File: src/hw/rtl/ppc_pkg.sv
// Types and constants shared by the polygon plane clipper.
package ppc_pkg;

    typedef logic [31:0] coord_t;
    typedef logic [47:0] dot_t;

    localparam int NUM_COORDS = 5;
    localparam int NUM_NORMALS = 3;

    localparam logic [1:0] CFG_NORMAL_X   = 2'd0;
    localparam logic [1:0] CFG_NORMAL_Y   = 2'd1;
    localparam logic [1:0] CFG_NORMAL_Z   = 2'd2;
    localparam logic [1:0] CFG_PLANE_DIST = 2'd3;

    localparam logic KIND_VERTEX = 1'b0;
    localparam logic KIND_END    = 1'b1;

    localparam logic [15:0] NORMAL_Z_RESET   = 16'sd16384;
    localparam logic [31:0] PLANE_DIST_RESET = 32'hFFFF_0000;
    localparam logic [16:0] SCALE_ONE        = 17'h10000;
    localparam logic [7:0]  MIN_ACCEPTED     = 8'd3;

endpackage

File: src/hw/rtl/polygon_plane_clipper.sv
// Top level of the single-plane Sutherland-Hodgman polygon clipper.
//
// One vertex beat enters when the block is idle; the block then works on it alone and drops
// s_tready until every result beat of that vertex is taken. A shared 33x18 signed multiplier
// forms the plane dot product. Each edge then passes the bookkeeping states EDGE_A, EDGE_X and
// EDGE_END, and an edge that crosses the plane adds a check state, a restoring divider for
// the Q1.16 scale (skipped when the ratio clamps to 0 or 1) and multiply-add interpolation.
// The first vertex of an open polygon only forms and stores its dot product; the final vertex
// also handles the closing edge back to the first vertex. Each result beat may stall on m_tready.
// Configuration writes are always ready and must arrive while idle.
module polygon_plane_clipper #(
    parameter int MAX_OUT_VERTICES = 128
) (
    input  logic         aclk,
    input  logic         aresetn,
    input  logic         s_tvalid,
    output logic         s_tready,
    input  logic [159:0] s_tdata,   // pos_x, pos_y, pos_z, tex_u, tex_v
    input  logic         s_tlast,   // final_vertex
    output logic         m_tvalid,
    input  logic         m_tready,
    output logic [167:0] m_tdata,   // out_x, out_y, out_z, out_u, out_v, vertex_count
    output logic [1:0]   m_tuser,   // kind, accepted
    output logic         m_tlast,   // out_last
    input  logic         cfg_valid,
    output logic         cfg_ready,
    input  logic [1:0]   cfg_index,
    input  logic [31:0]  cfg_data
);
    import ppc_pkg::*;

    localparam logic [3:0] ST_IDLE     = 4'd0;
    localparam logic [3:0] ST_DOT      = 4'd1;
    localparam logic [3:0] ST_DOT_END  = 4'd2;
    localparam logic [3:0] ST_EDGE_A   = 4'd3;
    localparam logic [3:0] ST_EDGE_X   = 4'd4;
    localparam logic [3:0] ST_DIV_CHK  = 4'd5;
    localparam logic [3:0] ST_DIV      = 4'd6;
    localparam logic [3:0] ST_IMUL     = 4'd7;
    localparam logic [3:0] ST_IADD     = 4'd8;
    localparam logic [3:0] ST_EDGE_END = 4'd9;
    localparam logic [3:0] ST_WAIT     = 4'd10;

    localparam logic [7:0] COUNT_MAX = 8'(MAX_OUT_VERTICES);

    logic [3:0]  state_reg, state_next, ret_reg, ret_next;
    logic [15:0] normal_reg [NUM_NORMALS];
    logic [31:0] dist_reg;

    coord_t cur_reg [NUM_COORDS], cur_next [NUM_COORDS];
    coord_t prev_reg [NUM_COORDS], prev_next [NUM_COORDS];
    coord_t first_reg [NUM_COORDS], first_next [NUM_COORDS];
    coord_t xp_reg [NUM_COORDS], xp_next [NUM_COORDS];
    coord_t out_vert_reg [NUM_COORDS], out_vert_next [NUM_COORDS];
    coord_t a_vec [NUM_COORDS], b_vec [NUM_COORDS];

    dot_t cur_dot_reg, cur_dot_next, prev_dot_reg, prev_dot_next;
    dot_t first_dot_reg, first_dot_next, da, db;
    logic cur_ins_reg, cur_ins_next, prev_ins_reg, prev_ins_next;
    logic first_ins_reg, first_ins_next, ia, ib;
    logic have_first_reg, have_first_next, fin_reg, fin_next;
    logic edge_sel_reg, edge_sel_next;
    logic [7:0] count_reg, count_next;
    logic [2:0] idx_reg, idx_next;
    logic [3:0] div_cnt_reg, div_cnt_next;
    logic [50:0] prod_reg, prod_next, acc_reg, acc_next;
    logic [48:0] rem_reg, rem_next, den_reg, den_next;
    logic ratio_ok_reg, ratio_ok_next;
    logic [16:0] scale_reg, scale_next;

    logic m_valid_reg, m_valid_next, out_kind_reg, out_kind_next;
    logic out_last_reg, out_last_next, out_acc_reg, out_acc_next;
    logic [7:0] out_cnt_reg, out_cnt_next;

    logic signed [32:0] mul_a;
    logic signed [17:0] mul_b;
    logic signed [50:0] mul_p;
    logic signed [48:0] num_w, den_w;
    logic [49:0] rem2;
    logic div_ge;
    dot_t dot_w;

    assign s_tready  = (state_reg == ST_IDLE);
    assign cfg_ready = 1'b1;
    assign m_tvalid  = m_valid_reg;
    assign m_tlast   = out_last_reg;
    assign m_tuser   = {out_acc_reg, out_kind_reg};
    assign m_tdata   = {out_cnt_reg, out_vert_reg[4], out_vert_reg[3], out_vert_reg[2],
                        out_vert_reg[1], out_vert_reg[0]};

    always_comb begin
        for (int j = 0; j < NUM_COORDS; j++) begin
            a_vec[j] = edge_sel_reg ? cur_reg[j] : prev_reg[j];
            b_vec[j] = edge_sel_reg ? first_reg[j] : cur_reg[j];
        end
        da = edge_sel_reg ? cur_dot_reg : prev_dot_reg;
        db = edge_sel_reg ? first_dot_reg : cur_dot_reg;
        ia = edge_sel_reg ? cur_ins_reg : prev_ins_reg;
        ib = edge_sel_reg ? first_ins_reg : cur_ins_reg;
    end

    always_comb begin
        if (state_reg == ST_IMUL) begin
            mul_a = $signed({b_vec[idx_reg][31], b_vec[idx_reg]})
                  - $signed({a_vec[idx_reg][31], a_vec[idx_reg]});
            mul_b = $signed({1'b0, scale_reg});
        end else begin
            mul_a = $signed({cur_reg[idx_reg][31], cur_reg[idx_reg]});
            unique case (idx_reg)
                3'd0:    mul_b = $signed({{2{normal_reg[0][15]}}, normal_reg[0]});
                3'd1:    mul_b = $signed({{2{normal_reg[1][15]}}, normal_reg[1]});
                3'd2:    mul_b = $signed({{2{normal_reg[2][15]}}, normal_reg[2]});
                default: mul_b = '0;
            endcase
        end
        mul_p  = mul_a * mul_b;
        dot_w  = 48'($signed(acc_reg) >>> 14);
        num_w  = $signed({{17{dist_reg[31]}}, dist_reg}) - $signed({da[47], da});
        den_w  = $signed({db[47], db}) - $signed({da[47], da});
        rem2   = {rem_reg, 1'b0};
        div_ge = (rem2 >= {1'b0, den_reg});
    end

    always_comb begin
        state_next = state_reg;   ret_next = ret_reg;
        cur_next = cur_reg;       prev_next = prev_reg;
        first_next = first_reg;   xp_next = xp_reg;
        out_vert_next = out_vert_reg;
        cur_dot_next = cur_dot_reg;     prev_dot_next = prev_dot_reg;
        first_dot_next = first_dot_reg;
        cur_ins_next = cur_ins_reg;     prev_ins_next = prev_ins_reg;
        first_ins_next = first_ins_reg;
        have_first_next = have_first_reg;
        fin_next = fin_reg;       edge_sel_next = edge_sel_reg;
        count_next = count_reg;   idx_next = idx_reg;
        div_cnt_next = div_cnt_reg;
        prod_next = prod_reg;     acc_next = acc_reg;
        rem_next = rem_reg;       den_next = den_reg;
        ratio_ok_next = ratio_ok_reg;   scale_next = scale_reg;
        m_valid_next = m_valid_reg;     out_kind_next = out_kind_reg;
        out_last_next = out_last_reg;   out_acc_next = out_acc_reg;
        out_cnt_next = out_cnt_reg;

        unique case (state_reg)
            ST_IDLE: begin
                if (s_tvalid) begin
                    for (int j = 0; j < NUM_COORDS; j++) begin
                        cur_next[j] = s_tdata[32*j +: 32];
                    end
                    fin_next   = s_tlast;
                    acc_next   = '0;
                    idx_next   = '0;
                    state_next = ST_DOT;
                end
            end
            ST_DOT: begin
                prod_next = 51'(mul_p);
                if (idx_reg != 3'd0) begin
                    acc_next = acc_reg + prod_reg;
                end
                idx_next = idx_reg + 3'd1;
                if (idx_reg == 3'd3) begin
                    state_next = ST_DOT_END;
                end
            end
            ST_DOT_END: begin
                cur_dot_next = dot_w;
                cur_ins_next = ($signed(dot_w) >= $signed({{16{dist_reg[31]}}, dist_reg}));
                if (!have_first_reg) begin
                    first_next      = cur_reg;
                    prev_next       = cur_reg;
                    first_dot_next  = dot_w;
                    prev_dot_next   = dot_w;
                    first_ins_next  = cur_ins_next;
                    prev_ins_next   = cur_ins_next;
                    have_first_next = 1'b1;
                    edge_sel_next   = 1'b1;
                    state_next      = fin_reg ? ST_EDGE_A : ST_IDLE;
                end else begin
                    edge_sel_next = 1'b0;
                    state_next    = ST_EDGE_A;
                end
            end
            ST_EDGE_A: begin
                state_next = ST_EDGE_X;
                if (ia) begin
                    out_vert_next = a_vec;
                    out_kind_next = KIND_VERTEX;
                    out_acc_next  = 1'b0;
                    out_cnt_next  = '0;
                    out_last_next = !edge_sel_reg && !fin_reg && (ia == ib);
                    m_valid_next  = 1'b1;
                    if (count_reg < COUNT_MAX) begin
                        count_next = count_reg + 8'd1;
                    end
                    ret_next   = ST_EDGE_X;
                    state_next = ST_WAIT;
                end
            end
            ST_EDGE_X: begin
                rem_next      = num_w[48] ? 49'(-num_w) : 49'(num_w);
                den_next      = den_w[48] ? 49'(-den_w) : 49'(den_w);
                ratio_ok_next = (den_w != '0) && (num_w != '0) && (num_w[48] == den_w[48]);
                state_next    = (ia != ib) ? ST_DIV_CHK : ST_EDGE_END;
            end
            ST_DIV_CHK: begin
                idx_next     = '0;
                div_cnt_next = '0;
                scale_next   = '0;
                if (!ratio_ok_reg) begin
                    state_next = ST_IMUL;
                end else if (rem_reg >= den_reg) begin
                    scale_next = SCALE_ONE;
                    state_next = ST_IMUL;
                end else begin
                    state_next = ST_DIV;
                end
            end
            ST_DIV: begin
                rem_next     = div_ge ? 49'(rem2 - {1'b0, den_reg}) : 49'(rem2);
                scale_next   = {1'b0, scale_reg[14:0], div_ge};
                div_cnt_next = div_cnt_reg + 4'd1;
                if (div_cnt_reg == 4'd15) begin
                    state_next = ST_IMUL;
                end
            end
            ST_IMUL: begin
                prod_next  = 51'(mul_p);
                state_next = ST_IADD;
            end
            ST_IADD: begin
                xp_next[idx_reg] = a_vec[idx_reg] + prod_reg[47:16];
                idx_next   = idx_reg + 3'd1;
                state_next = ST_IMUL;
                if (idx_reg == 3'(NUM_COORDS - 1)) begin
                    out_vert_next = xp_next;
                    out_kind_next = KIND_VERTEX;
                    out_acc_next  = 1'b0;
                    out_cnt_next  = '0;
                    out_last_next = !edge_sel_reg && !fin_reg;
                    m_valid_next  = 1'b1;
                    if (count_reg < COUNT_MAX) begin
                        count_next = count_reg + 8'd1;
                    end
                    ret_next   = ST_EDGE_END;
                    state_next = ST_WAIT;
                end
            end
            ST_EDGE_END: begin
                if (!edge_sel_reg) begin
                    prev_next     = cur_reg;
                    prev_dot_next = cur_dot_reg;
                    prev_ins_next = cur_ins_reg;
                    edge_sel_next = 1'b1;
                    state_next    = fin_reg ? ST_EDGE_A : ST_IDLE;
                end else begin
                    for (int j = 0; j < NUM_COORDS; j++) begin
                        out_vert_next[j] = '0;
                    end
                    out_kind_next   = KIND_END;
                    out_acc_next    = (count_reg >= MIN_ACCEPTED);
                    out_cnt_next    = count_reg;
                    out_last_next   = 1'b1;
                    m_valid_next    = 1'b1;
                    have_first_next = 1'b0;
                    count_next      = '0;
                    ret_next        = ST_IDLE;
                    state_next      = ST_WAIT;
                end
            end
            ST_WAIT: begin
                if (m_tready) begin
                    m_valid_next = 1'b0;
                    state_next   = ret_reg;
                end
            end
            default: state_next = ST_IDLE;
        endcase
    end

    always_ff @(posedge aclk) begin
        if (!aresetn) begin
            state_reg      <= ST_IDLE;
            ret_reg        <= ST_IDLE;
            m_valid_reg    <= 1'b0;
            have_first_reg <= 1'b0;
            count_reg      <= '0;
            edge_sel_reg   <= 1'b0;
            fin_reg        <= 1'b0;
            normal_reg[0]  <= '0;
            normal_reg[1]  <= '0;
            normal_reg[2]  <= NORMAL_Z_RESET;
            dist_reg       <= PLANE_DIST_RESET;
            prev_dot_reg   <= '0;
            first_dot_reg  <= '0;
            prev_ins_reg   <= 1'b0;
            first_ins_reg  <= 1'b0;
            for (int j = 0; j < NUM_COORDS; j++) begin
                prev_reg[j]  <= '0;
                first_reg[j] <= '0;
            end
        end else begin
            state_reg      <= state_next;
            ret_reg        <= ret_next;
            m_valid_reg    <= m_valid_next;
            have_first_reg <= have_first_next;
            count_reg      <= count_next;
            edge_sel_reg   <= edge_sel_next;
            fin_reg        <= fin_next;
            prev_dot_reg   <= prev_dot_next;
            first_dot_reg  <= first_dot_next;
            prev_ins_reg   <= prev_ins_next;
            first_ins_reg  <= first_ins_next;
            prev_reg       <= prev_next;
            first_reg      <= first_next;
            if (cfg_valid) begin
                unique case (cfg_index)
                    CFG_NORMAL_X:   normal_reg[0] <= cfg_data[15:0];
                    CFG_NORMAL_Y:   normal_reg[1] <= cfg_data[15:0];
                    CFG_NORMAL_Z:   normal_reg[2] <= cfg_data[15:0];
                    CFG_PLANE_DIST: dist_reg      <= cfg_data;
                    default: ;
                endcase
            end
        end
    end

    always_ff @(posedge aclk) begin
        cur_reg       <= cur_next;
        xp_reg        <= xp_next;
        out_vert_reg  <= out_vert_next;
        cur_dot_reg   <= cur_dot_next;
        cur_ins_reg   <= cur_ins_next;
        idx_reg       <= idx_next;
        div_cnt_reg   <= div_cnt_next;
        prod_reg      <= prod_next;
        acc_reg       <= acc_next;
        rem_reg       <= rem_next;
        den_reg       <= den_next;
        ratio_ok_reg  <= ratio_ok_next;
        scale_reg     <= scale_next;
        out_kind_reg  <= out_kind_next;
        out_last_reg  <= out_last_next;
        out_acc_reg   <= out_acc_next;
        out_cnt_reg   <= out_cnt_next;
    end

    a_no_accept_while_busy: assert property (@(posedge aclk) disable iff (!aresetn)
        s_tready |-> !m_tvalid)
        else $error("input ready while a result beat is pending");

    a_marker_is_last: assert property (@(posedge aclk) disable iff (!aresetn)
        (m_tvalid && m_tuser[0]) |-> m_tlast)
        else $error("end marker beat without tlast");

    a_div_remainder: assert property (@(posedge aclk) disable iff (!aresetn)
        (state_reg == ST_DIV) |-> (rem_reg < den_reg))
        else $error("divider remainder not below divisor");

    a_count_bound: assert property (@(posedge aclk) disable iff (!aresetn)
        count_reg <= COUNT_MAX)
        else $error("vertex count above saturation limit");

endmodule
File: config.mk
export PLATFORM = sky130hd
export DESIGN_NAME = polygon_plane_clipper
export DESIGN_NICKNAME = d
export VERILOG_FILES = /design/src/hw/rtl/ppc_pkg.sv /design/src/hw/rtl/polygon_plane_clipper.sv
export SDC_FILE = /design/constraint.sdc
export NUM_CORES = 2
export LEC_CHECK = 0
export BUFFER_PORTS_ARGS = -buffer_cell sky130_fd_sc_hd__buf_2
export CAP_MARGIN = 15
export CELL_PAD_IN_SITES_DETAIL_PLACEMENT = 0
export CELL_PAD_IN_SITES_GLOBAL_PLACEMENT = 1
export CORE_MARGIN = 1.5
export CORE_UTILIZATION = 54
export DETAILED_ROUTE_END_ITERATION = 12
export PLACE_DENSITY = 0.91
export SETUP_SLACK_MARGIN = 0.3
export SLEW_MARGIN = 5
export SYNTH_ARGS = -nofsm -noshare
export SYNTH_HDL_FRONTEND = slang
export SYNTH_SLANG_ARGS = --single-unit
File: constraint.sdc
create_clock -name aclk -period 24.3 [get_ports aclk]
set_input_delay 3.645 -clock aclk [delete_from_list [all_inputs] [get_ports aclk]]
set_output_delay 3.645 -clock aclk [all_outputs]
set_load 0.05 [all_outputs]
==> impl_metrics.csv <==
group,metric,value,unit
run_status,status,"finished, final reports clean",
logic_synthesis,async_flop_share,0,
clock_tree,clockRootBuffer,"clkbuf_16",
clock_tree,clk-insertion-delay-late,0.83,ns
setup_path,crit_fanout,62,
die,start_util,0.544,
global_routing,grt_pass1_vias,71900,
clock_tree,cts_htree_levels,4,
timing,fin_worst_skew,0.0921,ns
timing,tightest_slew,1.41,ns
die,ios,374,
logic_synthesis,syn_area_per_cell,9.47,um2
setup_path,rr_worst_depth,42,
clock_tree,ctsHoldBuffers,0,
timing,fmaxAchievable,0.0729,GHz
setup_path,arrival,14.23,ns
clock_tree,cts_resized,0,
final_layout,area_growth,9.59,%
final_layout,fill_cells,14300,
detailed_routing,dr_total_vias,75900,
detailed_routing,firstDrtPassIters,8,
setup_path,r2r-start,"edge_sel_reg",
global_routing,grt_pass1_wl,478,mm
logic_synthesis,synth.distinct_cells,100,
die,rows,150,
timing,finalHoldViolCount,0,
timing,period_share,0.564,
final_layout,layout-drive-gt1-share,0.105,
timing,layout_min_cycle_time,13.71,ns
clock_tree,clkTransAtPathRegs,0.06,ns
die,die_w,414,um
placed_design,portBuffers,372,
detailed_routing,drtIter0Drc,9892,
worst_hold_path,hold_class,"flip-flop to flip-flop",
placed_design,place.gp.congestion,1.03,
timing,maxSlewHeadroom,0.0323,
clock_tree,cts.sinks,1248,
logic_synthesis,ys_warn_count,0,
logic_synthesis,synth_top_area_frac,0.264,
clock_tree,cts_tree,"built",
timing,setup_viol,0,
clock_tree,cts_max_path_buffers,3,
die,die_h,414,um
logic_synthesis,synth.most_common_cell,"nand2_1",
logic_synthesis,syn-cell-area,91100,um2
logic_synthesis,syn_inst,9622,
timing,holdWs,0.462,ns
setup_path,startpoint,"edge_sel_reg",
logic_synthesis,ys_top_cells_by_count,"nand2_1 (1,750), inv_1 (840), edfxtp_1 (802), nor2_1 (613), fa_1 (575)",
die,core_area,167000,um2
setup_path,r2r-end,"prod_reg[49]",
final_layout,nets,11000,
setup_path,endpoint,"prod_reg[49]",
detailed_routing,postRouteWirelength,332,mm
logic_synthesis,ys_top_cells_by_area,"edfxtp_1 (26%), fa_1 (13%), dfxtp_1 (9.8%), nand2_1 (7.2%), ha_1 (6.2%)",
setup_path,reg2reg_slack,10.59,ns
global_routing,grt_remaining_overflow,0,
placed_design,placed_cell_area,95300,um2
detailed_routing,route.detailed.drc,0,
run,max-cap-violations,0,
placed_design,dp_cells,11900,
timing,setup_tns,0,ns
global_routing,grt_max_degree,132,
logic_synthesis,seq_area_frac_synth,0.362,
timing,finalMaxSlewViolations,0,
logic_synthesis,ys_ff_latch,1248,
logic_synthesis,synth_edf_count,802,
logic_synthesis,yosys.area.top_type,"edfxtp_1",
timing,rsz0062_at_grt,"false",
detailed_routing,via_per_inst,6.26,
setup_path,critPathMaxStageDelay,0.99,ns
setup_path,end_kind,"flip-flop",
detailed_routing,drtAntennaViolNets,0,
setup_path,crit_type,"flip-flop to flip-flop",
setup_path,crit_required,24.82,ns
clock_tree,cts_buffers,137,
setup_path,crit_slowest_cell,"mux2i_1",
global_routing,track_usage,0.383,
final_layout,fin_area,99900,um2
final_layout,instances_no_fill,12100,
die,die-area,171000,um2
setup_path,cp-start-kind,"flip-flop",
logic_synthesis,synth_flop_cell,"edfxtp_1",
detailed_routing,post_drt_wl_per_cell,27.4,um
placed_design,dp_hpwl,254,mm
global_routing,grt_antenna_before_repair,26,
clock_tree,post_cts_buffers,0,
worst min-delay path by stage:
stage / from / endpoint / slack (ns) / cells after the start
final: prev_reg[9] / prev_reg[9] / 0.46 / 2
after floorplan: prev_reg[109] / prev_reg[109] / 0.44 / 2
after detailed placement: prev_reg[135] / prev_reg[135] / 0.46 / 2
after global placement: prev_reg[89] / prev_reg[89] / 0.45 / 2
after CTS: prev_reg[154] / prev_reg[154] / 0.46 / 2
after global routing: prev_reg[129] / prev_reg[129] / 0.48 / 2
logic make-up after synthesis:
logic type | after synthesis | share of synthesized area
AND/OR/NAND/NOR | 3045 | 0.143
AO/OA/AOI/OAI | 2197 | 0.161
other | 2 | 0.0000824
XOR/XNOR | 302 | 0.0291
flip-flops | 1248 | 0.362
adder cells (fa/ha/maj) | 1029 | 0.189
buffers and inverters | 1352 | 0.0560
multiplexers | 447 | 0.0602
cell usage in the layout, fill, tap and decap left out, drive strengths merged, types with 407 or more instances in the layout:
master / netlist / layout
dfxtp: 446 / 446
a21oi: 407 / 407
fa: 575 / 575
ha: 454 / 454
edfxtp: 802 / 802
nor2: 613 / 613
o21ai: 522 / 522
inv: 841 / 849
buf: 72 / 535
nand2: 1750 / 1750
per-layer routing:
layer | GRT usage | wire [um] | vias to the layer above
li1 | - | - | 33500
met1 | 0.531 | 134000 | 37300
met3 | 0.149 | 47800 | 640
met5 | 0 | 73 | -
met4 | 0.161 | 15300 | 10
met2 | 0.531 | 135000 | 4505
final cells by class:
class | count | area [um2] | share of cell area
timing repair buffer | 535 | 3110 | 0.0312
multi-input combinational | 7027 | 53200 | 0.533
antenna | 15 | 37.5 | 0.000376
inverter | 843 | 3180 | 0.0319
sequential | 1248 | 33000 | 0.331
tap | 2204 | 2760 | 0.0276
clock inverter | 72 | 767 | 0.00768
clock buffer | 181 | 3750 | 0.0375
worst max-delay path, delay by kind of cell (launching register included):
family | cells | cell delay [ns]
XOR/XNOR | 1 | 0.11
multiplexers | 3 | 1.99
AND/OR/NAND/NOR | 7 | 0.84
adder cells (fa/ha/maj) | 8 | 3.50
flip-flops | 1 | 0.96
buffers and inverters | 8 | 1.99
AO/OA/AOI/OAI | 15 | 3.86
stage by stage:
step	worst slack, ns	util
2_1_floorplan	12.69	-
3_3_place_gp	11.08	0.569
3_5_place_dp	11.03	0.569
4_1_cts	10.98	0.596
5_1_grt	10.08	0.596
6_report	10.59	0.596
Power is not shown: default switching activity piles up to over one toggle a cycle in this logic, so the estimate is an artifact.
